[src/rtl/dspr_pkg.sv]
// Shared types, widths and constants for the daily schedule PWM ramp block.
// No dependencies; every other rtl file except dspr_ram imports this package.
package dspr_pkg;

  // Table geometry
  localparam int MAX_ENTRIES = 16;
  localparam int IDX_W       = $clog2(MAX_ENTRIES);
  localparam int CNT_W       = $clog2(MAX_ENTRIES + 1);

  // Field widths
  localparam int CFG_W   = 5;
  localparam int TIME_W  = 17;
  localparam int LEVEL_W = 8;
  localparam int PIDX_W  = 4;
  localparam int DUTY_W  = 7;
  localparam int WORD_W  = TIME_W + LEVEL_W;

  // Ramp arithmetic
  localparam int VAL_W  = 28;
  localparam int TGT_W  = 24;
  localparam int STEP_W = 26;
  localparam int GAP_W  = 19;

  localparam int DAY_SECONDS = 86400;
  localparam int FIX_SCALE   = 100000;
  localparam int FULL_DUTY   = 100;
  localparam int TARGET_MAX  = FIX_SCALE * FULL_DUTY;
  localparam int DUTY_LIMIT  = FIX_SCALE * (FULL_DUTY + 1);

  // Reciprocal of FIX_SCALE: exact floor for values below DUTY_LIMIT
  localparam int              RECIP_W  = 24;
  localparam int              RECIP_SH = 40;
  localparam logic [RECIP_W-1:0] RECIP_M = 24'd10995117;

  // Serial divider
  localparam int DIV_NUM_W = 25;
  localparam int DIV_DEN_W = 18;
  localparam int DIV_CNT_W = $clog2(DIV_NUM_W);

  // Small queues
  localparam int QDEPTH = 2;
  localparam int QPTR_W = $clog2(QDEPTH);
  localparam int QCNT_W = $clog2(QDEPTH + 1);

  localparam logic CMD_WRITE = 1'b1;

  typedef enum logic {
    OP_TICK,
    OP_WRITE
  } op_e;

  typedef struct packed {
    op_e                 op;
    logic                wr_ok;
    logic [TIME_W-1:0]   tod;
    logic [PIDX_W-1:0]   idx;
    logic [TIME_W-1:0]   etime;
    logic [LEVEL_W-1:0]  elevel;
  } item_t;

  typedef struct packed {
    logic [DUTY_W-1:0] duty;
    logic              duty_changed;
    logic              event_fired;
    logic [PIDX_W-1:0] fired_index;
  } result_t;

  typedef struct packed {
    logic                 start;
    logic [DIV_NUM_W-1:0] num;
    logic [DIV_DEN_W-1:0] den;
  } div_req_t;

  typedef struct packed {
    logic                 busy;
    logic                 done;
    logic [DIV_NUM_W-1:0] quo;
  } div_rsp_t;

  typedef enum logic [3:0] {
    ST_IDLE,
    ST_SCAN,
    ST_FIRE,
    ST_DIV_GO,
    ST_DIV_WAIT,
    ST_RAMP,
    ST_DUTY_GO,
    ST_DUTY_MUL,
    ST_FINISH
  } state_e;

endpackage

[src/rtl/dspr_ram.sv]
// Generic single write port, single read port RAM with registered read data.
// No dependencies.
module dspr_ram #(
  parameter int WIDTH = 8,
  parameter int DEPTH = 16
) (
  input  logic                     clk_i,
  input  logic                     we_i,
  input  logic [$clog2(DEPTH)-1:0] waddr_i,
  input  logic [WIDTH-1:0]         wdata_i,
  input  logic                     re_i,
  input  logic [$clog2(DEPTH)-1:0] raddr_i,
  output logic [WIDTH-1:0]         rdata_o
);

  logic [WIDTH-1:0] mem_q [DEPTH];

  always_ff @(posedge clk_i) begin
    if (we_i) begin
      mem_q[waddr_i] <= wdata_i;
    end
    if (re_i) begin
      rdata_o <= mem_q[raddr_i];
    end
  end

endmodule

[src/rtl/dspr_front.sv]
// Front end: accepts input items, classifies them and holds them in a short queue.
// Depends on dspr_pkg.
module dspr_front (
  input  logic                         clk_i,
  input  logic                         rst_ni,
  input  logic                         push_i,
  output logic                         full_o,
  input  logic                         cmd_i,
  input  logic [dspr_pkg::TIME_W-1:0]  time_of_day_i,
  input  logic [dspr_pkg::PIDX_W-1:0]  entry_index_i,
  input  logic [dspr_pkg::TIME_W-1:0]  entry_time_i,
  input  logic [dspr_pkg::LEVEL_W-1:0] entry_level_i,
  output logic                         item_valid_o,
  output dspr_pkg::item_t              item_o,
  input  logic                         item_pop_i
);
  import dspr_pkg::*;

  item_t             q_mem [QDEPTH];
  item_t             item_d;
  logic [QPTR_W-1:0] wptr_q, wptr_d;
  logic [QPTR_W-1:0] rptr_q, rptr_d;
  logic [QCNT_W-1:0] cnt_q, cnt_d;
  logic              do_push, do_pop;

  // classify
  always_comb begin
    item_d.op     = (cmd_i == CMD_WRITE) ? OP_WRITE : OP_TICK;
    item_d.wr_ok  = 32'(entry_index_i) < MAX_ENTRIES;
    item_d.tod    = time_of_day_i;
    item_d.idx    = entry_index_i;
    item_d.etime  = entry_time_i;
    item_d.elevel = entry_level_i;
  end

  assign full_o       = (cnt_q == QCNT_W'(QDEPTH));
  assign item_valid_o = (cnt_q != '0);
  assign item_o       = q_mem[rptr_q];
  assign do_push      = push_i && !full_o;
  assign do_pop       = item_pop_i && item_valid_o;

  always_comb begin
    wptr_d = wptr_q;
    rptr_d = rptr_q;
    cnt_d  = cnt_q;
    if (do_push) begin
      wptr_d = (wptr_q == QPTR_W'(QDEPTH - 1)) ? '0 : wptr_q + QPTR_W'(1);
    end
    if (do_pop) begin
      rptr_d = (rptr_q == QPTR_W'(QDEPTH - 1)) ? '0 : rptr_q + QPTR_W'(1);
    end
    if (do_push && !do_pop) begin
      cnt_d = cnt_q + QCNT_W'(1);
    end else if (do_pop && !do_push) begin
      cnt_d = cnt_q - QCNT_W'(1);
    end
  end

  always_ff @(posedge clk_i or negedge rst_ni) begin
    if (!rst_ni) begin
      wptr_q <= '0;
      rptr_q <= '0;
      cnt_q  <= '0;
    end else begin
      wptr_q <= wptr_d;
      rptr_q <= rptr_d;
      cnt_q  <= cnt_d;
    end
  end

  always_ff @(posedge clk_i) begin
    if (do_push) begin
      q_mem[wptr_q] <= item_d;
    end
  end

endmodule

[src/rtl/dspr_div.sv]
// Restoring divider, one quotient bit per cycle, unsigned operands.
// Depends on dspr_pkg.
module dspr_div (
  input  logic               clk_i,
  input  logic               rst_ni,
  input  dspr_pkg::div_req_t req_i,
  output dspr_pkg::div_rsp_t rsp_o
);
  import dspr_pkg::*;

  logic                 busy_q, done_q;
  logic [DIV_CNT_W-1:0] cnt_q;
  logic [DIV_DEN_W-1:0] rem_q;
  logic [DIV_NUM_W-1:0] quo_q;
  logic [DIV_DEN_W-1:0] den_q;
  logic [DIV_DEN_W:0]   shifted;
  logic [DIV_DEN_W:0]   diff;
  logic                 ge;

  assign shifted = {rem_q, quo_q[DIV_NUM_W-1]};
  assign diff    = shifted - {1'b0, den_q};
  assign ge      = shifted >= {1'b0, den_q};

  always_ff @(posedge clk_i or negedge rst_ni) begin
    if (!rst_ni) begin
      busy_q <= 1'b0;
      done_q <= 1'b0;
    end else if (req_i.start) begin
      busy_q <= 1'b1;
      done_q <= 1'b0;
    end else if (busy_q && cnt_q == '0) begin
      busy_q <= 1'b0;
      done_q <= 1'b1;
    end else begin
      done_q <= 1'b0;
    end
  end

  always_ff @(posedge clk_i) begin
    if (req_i.start) begin
      rem_q <= '0;
      quo_q <= req_i.num;
      den_q <= req_i.den;
      cnt_q <= DIV_CNT_W'(DIV_NUM_W - 1);
    end else if (busy_q) begin
      rem_q <= ge ? diff[DIV_DEN_W-1:0] : shifted[DIV_DEN_W-1:0];
      quo_q <= {quo_q[DIV_NUM_W-2:0], ge};
      cnt_q <= cnt_q - DIV_CNT_W'(1);
    end
  end

  assign rsp_o.busy = busy_q;
  assign rsp_o.done = done_q;
  assign rsp_o.quo  = quo_q;

endmodule

[src/rtl/dspr_back.sv]
// Back end: table store, event scan sequencer, ramp update and result queue.
// Depends on dspr_pkg and dspr_ram; drives the dspr_div unit.
module dspr_back (
  input  logic                       clk_i,
  input  logic                       rst_ni,
  input  logic                       cfg_we_i,
  input  logic [dspr_pkg::CFG_W-1:0] cfg_data_i,
  input  logic                       item_valid_i,
  input  dspr_pkg::item_t            item_i,
  output logic                       item_pop_o,
  output dspr_pkg::div_req_t         div_req_o,
  input  dspr_pkg::div_rsp_t         div_rsp_i,
  input  logic                       pop_i,
  output logic                       empty_o,
  output dspr_pkg::result_t          result_o
);
  import dspr_pkg::*;

  state_e state_q, state_d;

  logic [CFG_W-1:0]       cfg_count_q;
  logic [CNT_W-1:0]       n_eff;
  logic [IDX_W-1:0]       last_idx;
  logic [MAX_ENTRIES-1:0] taken_q;

  // table RAM
  logic              ram_we, ram_re;
  logic [IDX_W-1:0]  ram_waddr;
  logic [WORD_W-1:0] ram_rdata;

  // scan
  logic [TIME_W-1:0]  now_q;
  logic [CNT_W-1:0]   k_q;
  logic [TIME_W-1:0]  prev_t_q, first_t_q, nxt_t_q;
  logic [LEVEL_W-1:0] prev_l_q, first_l_q, nxt_l_q, lvl_q;
  logic [IDX_W-1:0]   fire_idx_q;
  logic               fired_q;
  logic [TIME_W-1:0]  cur_t;
  logic [LEVEL_W-1:0] cur_l;
  logic [IDX_W-1:0]   jdx, pjdx;
  logic               win_hit, final_hit, is_last, data_ok;
  logic               scan_fire, scan_done;
  logic [IDX_W-1:0]   fire_idx_d, clr_idx;
  logic               clr_en;
  logic [TIME_W-1:0]  nxt_t_d;
  logic [LEVEL_W-1:0] nxt_l_d, lvl_d;

  // event setup
  logic [LEVEL_W-1:0]      absdiff;
  logic                    neg_d, neg_q;
  logic [DIV_NUM_W-1:0]    num_d, num_q;
  logic signed [GAP_W-1:0] now_s, nt_s, gap_raw;
  logic [DIV_DEN_W-1:0]    den_d, den_q;
  logic [DUTY_W-1:0]       cap;
  logic [TGT_W-1:0]        tgt_d;
  logic [STEP_W-1:0]       step_mag;

  // ramp
  logic signed [VAL_W-1:0]  ramp_value_q;
  logic [TGT_W-1:0]         ramp_target_q;
  logic signed [STEP_W-1:0] ramp_step_q;
  logic signed [VAL_W-1:0]  tgt_s, sat, v_new;
  logic signed [VAL_W:0]    sum_w;
  logic                     below, on_target, val_neg, val_high;
  logic [2*RECIP_W-1:0]     prod_q;
  logic [DUTY_W-1:0]        duty_new_q, last_duty_q;

  // result queue
  result_t           res_mem [QDEPTH];
  result_t           res_d;
  logic [QPTR_W-1:0] res_wptr_q, res_rptr_q;
  logic [QCNT_W-1:0] res_cnt_q;
  logic              res_full, res_push, res_pop;

  assign n_eff    = (32'(cfg_count_q) > MAX_ENTRIES) ? CNT_W'(MAX_ENTRIES)
                                                      : CNT_W'(cfg_count_q);
  assign last_idx = IDX_W'(n_eff - CNT_W'(1));

  assign ram_waddr = IDX_W'(item_i.idx);

  dspr_ram #(
    .WIDTH (WORD_W),
    .DEPTH (MAX_ENTRIES)
  ) u_table (
    .clk_i   (clk_i),
    .we_i    (ram_we),
    .waddr_i (ram_waddr),
    .wdata_i ({item_i.etime, item_i.elevel}),
    .re_i    (ram_re),
    .raddr_i (k_q[IDX_W-1:0]),
    .rdata_o (ram_rdata)
  );

  // ---- scan decision: data of entry k-1 is on the RAM output ----
  assign cur_t   = ram_rdata[WORD_W-1:LEVEL_W];
  assign cur_l   = ram_rdata[LEVEL_W-1:0];
  assign jdx     = IDX_W'(k_q - CNT_W'(1));
  assign pjdx    = jdx - IDX_W'(1);
  assign data_ok = (k_q != '0);
  assign is_last = (jdx == last_idx);

  assign win_hit   = (k_q >= CNT_W'(2)) && (now_q >= prev_t_q) && (now_q < cur_t) &&
                     !taken_q[pjdx];
  assign final_hit = is_last && (now_q >= cur_t) && !taken_q[jdx];
  assign scan_fire = data_ok && (win_hit || final_hit);
  assign scan_done = data_ok && is_last;

  always_comb begin
    if (win_hit) begin
      fire_idx_d = pjdx;
      clr_en     = 1'b1;
      clr_idx    = (pjdx == '0) ? last_idx : pjdx - IDX_W'(1);
      lvl_d      = prev_l_q;
      nxt_t_d    = cur_t;
      nxt_l_d    = cur_l;
    end else begin
      // last entry ramps toward entry 0; a lone entry ramps toward itself
      fire_idx_d = jdx;
      clr_en     = (last_idx != '0);
      clr_idx    = last_idx - IDX_W'(1);
      lvl_d      = cur_l;
      nxt_t_d    = (jdx == '0) ? cur_t : first_t_q;
      nxt_l_d    = (jdx == '0) ? cur_l : first_l_q;
    end
  end

  // ---- event setup ----
  assign neg_d   = (nxt_l_q < lvl_q);
  assign absdiff = neg_d ? (lvl_q - nxt_l_q) : (nxt_l_q - lvl_q);
  assign num_d   = DIV_NUM_W'(absdiff) * DIV_NUM_W'(FIX_SCALE);

  assign now_s   = $signed(GAP_W'(now_q));
  assign nt_s    = $signed(GAP_W'(nxt_t_q));
  assign gap_raw = (now_q <= nxt_t_q) ? (nt_s - now_s)
                                      : ($signed(GAP_W'(DAY_SECONDS)) - now_s + nt_s);
  assign den_d   = (!gap_raw[GAP_W-1] && gap_raw != '0) ? DIV_DEN_W'(gap_raw)
                                                         : DIV_DEN_W'(DAY_SECONDS);

  assign cap      = (nxt_l_q > LEVEL_W'(FULL_DUTY)) ? DUTY_W'(FULL_DUTY)
                                                    : nxt_l_q[DUTY_W-1:0];
  assign tgt_d    = TGT_W'(cap) * TGT_W'(FIX_SCALE);
  assign step_mag = STEP_W'(div_rsp_i.quo);

  // ---- ramp step with saturation and clamp to target ----
  assign tgt_s     = $signed({{(VAL_W - TGT_W){1'b0}}, ramp_target_q});
  assign sum_w     = (VAL_W + 1)'(ramp_value_q) + (VAL_W + 1)'(ramp_step_q);
  assign below     = (ramp_value_q < tgt_s);
  assign on_target = (ramp_value_q == tgt_s);

  always_comb begin
    if (sum_w[VAL_W] != sum_w[VAL_W-1]) begin
      sat = sum_w[VAL_W] ? {1'b1, {(VAL_W - 1){1'b0}}} : {1'b0, {(VAL_W - 1){1'b1}}};
    end else begin
      sat = sum_w[VAL_W-1:0];
    end
    if (below) begin
      v_new = (sat > tgt_s) ? tgt_s : sat;
    end else begin
      v_new = (sat < tgt_s) ? tgt_s : sat;
    end
  end

  assign val_neg  = ramp_value_q[VAL_W-1];
  assign val_high = (ramp_value_q >= $signed(VAL_W'(DUTY_LIMIT)));

  // ---- result queue ----
  assign res_full = (res_cnt_q == QCNT_W'(QDEPTH));
  assign empty_o  = (res_cnt_q == '0);
  assign res_pop  = pop_i && !empty_o;
  assign result_o = res_mem[res_rptr_q];

  always_comb begin
    res_d.duty         = duty_new_q;
    res_d.duty_changed = (duty_new_q != last_duty_q);
    res_d.event_fired  = fired_q;
    res_d.fired_index  = PIDX_W'(fire_idx_q);
  end

  // ---- sequencer: next state ----
  always_comb begin
    state_d = state_q;
    case (state_q)
      ST_IDLE: begin
        if (item_valid_i && item_i.op == OP_TICK) begin
          state_d = (n_eff == '0) ? ST_RAMP : ST_SCAN;
        end
      end
      ST_SCAN: begin
        if (scan_fire) begin
          state_d = ST_FIRE;
        end else if (scan_done) begin
          state_d = ST_RAMP;
        end
      end
      ST_FIRE:     state_d = ST_DIV_GO;
      ST_DIV_GO:   state_d = ST_DIV_WAIT;
      ST_DIV_WAIT: begin
        if (div_rsp_i.done) begin
          state_d = ST_RAMP;
        end
      end
      ST_RAMP:     state_d = on_target ? ST_FINISH : ST_DUTY_GO;
      ST_DUTY_GO:  state_d = (val_neg || val_high) ? ST_FINISH : ST_DUTY_MUL;
      ST_DUTY_MUL: state_d = ST_FINISH;
      ST_FINISH: begin
        if (!res_full) begin
          state_d = ST_IDLE;
        end
      end
      default:     state_d = ST_IDLE;
    endcase
  end

  // ---- sequencer: strobes ----
  always_comb begin
    item_pop_o      = 1'b0;
    ram_we          = 1'b0;
    ram_re          = 1'b0;
    res_push        = 1'b0;
    div_req_o.start = 1'b0;
    div_req_o.num   = num_q;
    div_req_o.den   = den_q;
    case (state_q)
      ST_IDLE: begin
        item_pop_o = item_valid_i;
        ram_we     = item_valid_i && item_i.op == OP_WRITE && item_i.wr_ok;
      end
      ST_SCAN:   ram_re = (k_q < n_eff);
      ST_DIV_GO: div_req_o.start = 1'b1;
      ST_FINISH: res_push = !res_full;
      default: ;
    endcase
  end

  // ---- state with reset ----
  always_ff @(posedge clk_i or negedge rst_ni) begin
    if (!rst_ni) begin
      state_q       <= ST_IDLE;
      cfg_count_q   <= '0;
      taken_q       <= '0;
      ramp_value_q  <= '0;
      ramp_target_q <= '0;
      ramp_step_q   <= '0;
      last_duty_q   <= '0;
      res_wptr_q    <= '0;
      res_rptr_q    <= '0;
      res_cnt_q     <= '0;
    end else begin
      state_q <= state_d;
      if (cfg_we_i) begin
        cfg_count_q <= cfg_data_i;
      end
      if (ram_we) begin
        taken_q[ram_waddr] <= 1'b0;
      end
      if (state_q == ST_SCAN && scan_fire) begin
        taken_q[fire_idx_d] <= 1'b1;
        if (clr_en) begin
          taken_q[clr_idx] <= 1'b0;
        end
      end
      if (state_q == ST_FIRE) begin
        ramp_value_q  <= $signed(VAL_W'(ramp_target_q));
        ramp_target_q <= tgt_d;
      end
      if (state_q == ST_DIV_WAIT && div_rsp_i.done) begin
        ramp_step_q <= neg_q ? -$signed(step_mag) : $signed(step_mag);
      end
      if (state_q == ST_RAMP && !on_target) begin
        ramp_value_q <= v_new;
      end
      if (res_push) begin
        last_duty_q <= duty_new_q;
        res_wptr_q  <= (res_wptr_q == QPTR_W'(QDEPTH - 1)) ? '0 : res_wptr_q + QPTR_W'(1);
      end
      if (res_pop) begin
        res_rptr_q <= (res_rptr_q == QPTR_W'(QDEPTH - 1)) ? '0 : res_rptr_q + QPTR_W'(1);
      end
      if (res_push && !res_pop) begin
        res_cnt_q <= res_cnt_q + QCNT_W'(1);
      end else if (res_pop && !res_push) begin
        res_cnt_q <= res_cnt_q - QCNT_W'(1);
      end
    end
  end

  // ---- payload registers ----
  always_ff @(posedge clk_i) begin
    case (state_q)
      ST_IDLE: begin
        if (item_pop_o) begin
          now_q      <= item_i.tod;
          k_q        <= '0;
          fired_q    <= 1'b0;
          fire_idx_q <= '0;
        end
      end
      ST_SCAN: begin
        k_q      <= k_q + CNT_W'(1);
        prev_t_q <= cur_t;
        prev_l_q <= cur_l;
        if (k_q == CNT_W'(1)) begin
          first_t_q <= cur_t;
          first_l_q <= cur_l;
        end
        if (scan_fire) begin
          fired_q    <= 1'b1;
          fire_idx_q <= fire_idx_d;
          lvl_q      <= lvl_d;
          nxt_t_q    <= nxt_t_d;
          nxt_l_q    <= nxt_l_d;
        end
      end
      ST_FIRE: begin
        num_q <= num_d;
        den_q <= den_d;
        neg_q <= neg_d;
      end
      ST_RAMP: begin
        if (on_target) begin
          duty_new_q <= last_duty_q;
        end
      end
      ST_DUTY_GO: begin
        prod_q <= ramp_value_q[RECIP_W-1:0] * RECIP_M;
        if (val_neg) begin
          duty_new_q <= '0;
        end else if (val_high) begin
          duty_new_q <= DUTY_W'(FULL_DUTY);
        end
      end
      ST_DUTY_MUL: duty_new_q <= prod_q[RECIP_SH+DUTY_W-1:RECIP_SH];
      default: ;
    endcase
    if (res_push) begin
      res_mem[res_wptr_q] <= res_d;
    end
  end

  // ---- assertions ----
  a_fired_marked : assert property (@(posedge clk_i) disable iff (!rst_ni)
    (res_push && fired_q) |-> taken_q[fire_idx_q])
    else $error("reported event is not marked taken");

  a_div_idle : assert property (@(posedge clk_i) disable iff (!rst_ni)
    div_req_o.start |-> !div_rsp_i.busy)
    else $error("divider started while busy");

  a_write_no_result : assert property (@(posedge clk_i) disable iff (!rst_ni)
    (item_pop_o && item_i.op == OP_WRITE) |=> (state_q == ST_IDLE))
    else $error("write item left the idle state");

  a_duty_range : assert property (@(posedge clk_i) disable iff (!rst_ni)
    res_push |-> (duty_new_q <= DUTY_W'(FULL_DUTY)))
    else $error("duty above full scale");

  a_target_cap : assert property (@(posedge clk_i) disable iff (!rst_ni)
    (state_q == ST_FIRE) |=> (ramp_target_q <= TGT_W'(TARGET_MAX)))
    else $error("ramp target above cap");

endmodule

[src/rtl/daily_schedule_pwm_ramp_top.sv]
// Top level of the daily schedule PWM ramp block.
// Depends on dspr_pkg, dspr_front, dspr_div, dspr_back (and dspr_ram below it).
//
// One dimmer channel driven by a table of up to MAX_ENTRIES daily events. Items
// enter through a queue-style port (push/full) and results leave through one
// (empty/pop). A write item (cmd_i = 1) loads one table slot with an event
// time and level and clears its taken mark; it produces no result. A tick item
// (cmd_i = 0) carries the time of day, fires the first untaken event whose
// window is reached, moves the ramp one step toward its target and produces one
// result: the duty 0..100, whether it changed, whether an event fired and its
// index. Set event_count through cfg_we_i/cfg_data_i only while the block
// is idle; the block does not enforce this. Zero disables events. In the back end
// a tick reads one table entry per cycle of the n entries in use, stopping at the
// firing entry; an event adds a run of the bit-serial 25-bit step divider, and the
// duty itself comes from a registered reciprocal multiply. Two-entry queues on
// either side let a new item be taken while a result waits to be popped.
module daily_schedule_pwm_ramp_top (
  input  logic                         clk_i,
  input  logic                         rst_ni,
  // item transfer
  input  logic                         push,
  output logic                         full,
  input  logic                         cmd_i,
  input  logic [dspr_pkg::TIME_W-1:0]  time_of_day_i,
  input  logic [dspr_pkg::PIDX_W-1:0]  entry_index_i,
  input  logic [dspr_pkg::TIME_W-1:0]  entry_time_i,
  input  logic [dspr_pkg::LEVEL_W-1:0] entry_level_i,
  // configuration
  input  logic                         cfg_we_i,
  input  logic [dspr_pkg::CFG_W-1:0]   cfg_data_i,
  // result transfer
  output logic                         empty,
  input  logic                         pop,
  output logic [dspr_pkg::DUTY_W-1:0]  duty_o,
  output logic                         duty_changed_o,
  output logic                         event_fired_o,
  output logic [dspr_pkg::PIDX_W-1:0]  fired_index_o
);
  import dspr_pkg::*;

  item_t    item;
  logic     item_valid;
  logic     item_pop;
  div_req_t div_req;
  div_rsp_t div_rsp;
  result_t  result;

  // front: classify and queue incoming items
  dspr_front u_front (
    .clk_i         (clk_i),
    .rst_ni        (rst_ni),
    .push_i        (push),
    .full_o        (full),
    .cmd_i         (cmd_i),
    .time_of_day_i (time_of_day_i),
    .entry_index_i (entry_index_i),
    .entry_time_i  (entry_time_i),
    .entry_level_i (entry_level_i),
    .item_valid_o  (item_valid),
    .item_o        (item),
    .item_pop_i    (item_pop)
  );

  // serial divider for the per-second ramp step
  dspr_div u_div (
    .clk_i  (clk_i),
    .rst_ni (rst_ni),
    .req_i  (div_req),
    .rsp_o  (div_rsp)
  );

  // back: table, scan, ramp and result queue
  dspr_back u_back (
    .clk_i        (clk_i),
    .rst_ni       (rst_ni),
    .cfg_we_i     (cfg_we_i),
    .cfg_data_i   (cfg_data_i),
    .item_valid_i (item_valid),
    .item_i       (item),
    .item_pop_o   (item_pop),
    .div_req_o    (div_req),
    .div_rsp_i    (div_rsp),
    .pop_i        (pop),
    .empty_o      (empty),
    .result_o     (result)
  );

  assign duty_o         = result.duty;
  assign duty_changed_o = result.duty_changed;
  assign event_fired_o  = result.event_fired;
  assign fired_index_o  = result.fired_index;

endmodule

[config.mk]
export PLATFORM = sky130hd
export DESIGN_NAME = daily_schedule_pwm_ramp_top
export DESIGN_NICKNAME = d
export VERILOG_FILES = /design/src/rtl/dspr_pkg.sv /design/src/rtl/dspr_ram.sv /design/src/rtl/dspr_front.sv /design/src/rtl/dspr_div.sv /design/src/rtl/dspr_back.sv /design/src/rtl/daily_schedule_pwm_ramp_top.sv
export SDC_FILE = /design/constraint.sdc
export NUM_CORES = 2
export LEC_CHECK = 0
export ABC_AREA = 0
export BUFFER_PORTS_ARGS = -buffer_cell sky130_fd_sc_hd__buf_2
export CAP_MARGIN = 5
export CORE_MARGIN = 5
export CORE_UTILIZATION = 66
export CTS_BUF_LIST = sky130_fd_sc_hd__clkbuf_8
export DETAILED_ROUTE_END_ITERATION = 12
export GPL_ROUTABILITY_DRIVEN = 0
export GPL_TIMING_DRIVEN = 0
export PLACE_DENSITY = 0.84
export SYNTH_ARGS = -nofsm -noshare
export SYNTH_HDL_FRONTEND = slang
export SYNTH_SLANG_ARGS = --single-unit
[constraint.sdc]
create_clock -name clk_i -period 8.8 [get_ports clk_i]
set_input_delay 0.88 -clock clk_i [delete_from_list [all_inputs] [get_ports clk_i]]
set_output_delay 0.88 -clock clk_i [all_outputs]
set_load 0.02 [all_outputs]
==> results.ini <==
[run_status]
status = complete, no violations

[sta]
fin_worst_skew_ns = 0.0458
max_freq_mhz = 120
finalSetupTns_ns = 0
rsz0062_at_grt = false
timing.final.crit_share_pct = 95.0
worst-slew-pin-transition_ns = 1.26
max_slew_margin_pct = 15.1
hold_viol = 0
finalSetupViolCount = 0
period_needed_ns = 8.36
slew_viol_final = 0

[global_routing]
first_global_vias = 36600
grt_overflow = 0
grt_pass1_wl_um = 205000
antenna_found_initial = 5
grt_max_degree = 76
grt_util_all_layers_pct = 29.7

[floorplan]
num_io_pins = 72
row_count = 105
die_x_um = 298
die_area_um2 = 88800
start_util_pct = 66.7
coreArea_um2 = 82100
dieHeight_um = 298

[clock_network]
worstSkewPairLatency_ns = 0.80
path_clk_slew_ns = 0.06
cts_tree = built
cts_root_buffer = clkbuf_8
numCtsBuffers = 140
clock_path_buffers = 3
cts_hold_buf = 1
htreeDepth = 4
postCtsSetupRepairBufs = 0
clock-sinks = 889
cts-resized-gates = 0

[route]
vias_per_cell = 6.27
drt-pass1-iter-count = 6
drc = 0
num_vias = 35400
wl_um = 131000
drt_iter0_markers = 3595
ant_nets = 0
drt-wirelength-per-cell_um = 23.3

[setup_path]
r2r_start = u_back.ramp_value_q[8]
endpoint_kind = flip-flop
reg2reg_to = u_back.prod_q[46]
startpoint = u_back.ramp_value_q[8]
reg2regPathDepth = 22
r2r_setup_slack_ns = 0.44
worst-path-max-fanout = 14
worstPathRequired_ns = 9.39
critical_path_class = flip-flop to flip-flop
crit_arrival_ns = 8.95
critPathLaunchType = flip-flop
crit_path_end = u_back.prod_q[46]

[logic_synthesis]
yosysSeqAreaShare_pct = 47.3
ys_warn_count = 0
ys_types = 88
synth-edff-count = 751
syn-cell-area_um2 = 54700
ys.flop_type = edfxtp_1
syn_nets = 5121
synth_cells = 4231
synthArstFlopShare_pct = 12.9
synth-seq-cells = 889
syn_avg_cell_area_um2 = 12.9

[final_layout]
drive_above_1_share_pct = 12.5
final_common_cell = edfxtp_1
nets = 5357
layout_common_cells = edfxtp_1, inv_1, ha_1, nand2_1, fa_1
final_util_pct = 72.7
syn2layout_area_growth_pct = 9.11
fin_area_um2 = 59700

[placed_design]
placed_area_um2 = 57000
port_buffers = 71
hpwl_um = 95700

[min_path]
hp-class = input port to flip-flop

[run]
cap_violations = 0

synthesized netlist by cell type, drive strengths merged, types with 33 or more instances:
cell type | count | area, um^2
nor2 | 147 | 554
a21oi | 157 | 793
nor3 | 45 | 230
nand3 | 44 | 220
nand2 | 293 | 1100
inv | 582 | 2180
mux2i | 33 | 330
o21ai | 177 | 890
clkbuf | 62 | 233
mux4 | 135 | 3040
mux2 | 101 | 1140
xnor2 | 106 | 936
xor2 | 80 | 701
buf | 39 | 206
a21o | 51 | 383
dfrtp | 115 | 2880
ha | 562 | 7030
edfxtp | 751 | 22600
fa | 271 | 5430
state kept, by name, indices dropped and copies added (netlist names), 19 cells and up:
register	count
u_back.num_q	20
u_back.ramp_step_q	26
u_back.ramp_target_q	19
u_back.ramp_value_q	28
u_back.res_mem	26
u_back.u_table.mem_q	400
u_back.u_table.rdata_o	25
u_div.quo_q	25
u_front.q_mem	94
metal layers:
metal  routed length, um  GRT usage (%)
met1               48900           37.5
met2               65300           50.7
met3               10600           5.38
met4                6580           13.5
met5                  13              0
cell type report:
type,instances,area [um^2]
clock inverter,102,716
buffer,101,442
timing repair buffer,94,877
inverter,583,2190
multi-input combinational,2658,26300
tap,1070,1340
antenna,4,10.0
fill,5110,22400
clock buffer,143,1970
sequential,889,25900
worst min-delay path by stage:
stage / start / to / slack [ns] / cells after the start
3_5_place_dp: u_back.den_q[12] / u_div.den_q[12] / 0.40 / 0
3_3_place_gp: u_back.den_q[9] / u_div.den_q[9] / 0.40 / 0
5_1_grt: entry_time_i[2] / u_front.q_mem[0][10] / 0.22 / 1
4_1_cts: entry_time_i[11] / u_front.q_mem[0][19] / 0.20 / 1
6_report: entry_time_i[11] / u_front.q_mem[0][19] / 0.26 / 1
2_1_floorplan: u_back.den_q[0] / u_div.den_q[0] / 0.40 / 0
critical path: stages, from the launching register on:
cell and delay (ns):
dfrtp_1 0.91, ha_1 0.48, fa_1 0.53, fa_1 0.57
inv_1 0.06, fa_1 0.54, inv_1 0.07, fa_1 0.51
fa_1 0.55, inv_1 0.06, fa_1 0.54, inv_1 0.06
ha_1 0.24, a211oi_1 0.31, o211ai_1 0.27, a21oi_1 0.18
nand3_1 0.09, o31ai_1 0.74, a2111oi_0 0.34, o21a_1 0.28
o21a_1 0.23, o41a_1 0.33, xnor2_1 0.25
logic make-up after synthesis:
group	Yosys count	share of synthesized area, %
flops	889	47.3
fa+ha+maj	833	22.8
simple gates	722	6.12
buf+inv	684	4.80
compound gates	648	7.81
mux	269	8.24
xor+xnor	186	2.99
per-stage QoR:
stage / setup WS (ns) / hold WS [ns] / std cells
floorplan: 2.07 / 0.400 / 4231
global placement: 0.688 / 0.401 / 5372
detailed placement: 0.612 / 0.405 / 5393
CTS: 0.573 / 0.196 / 5639
global route: 0.0912 / 0.222 / 5641
finish: 0.438 / 0.259 / 5644
Power is not shown: default switching activity piles up to over one toggle a cycle in this logic, so the estimate is an artifact.
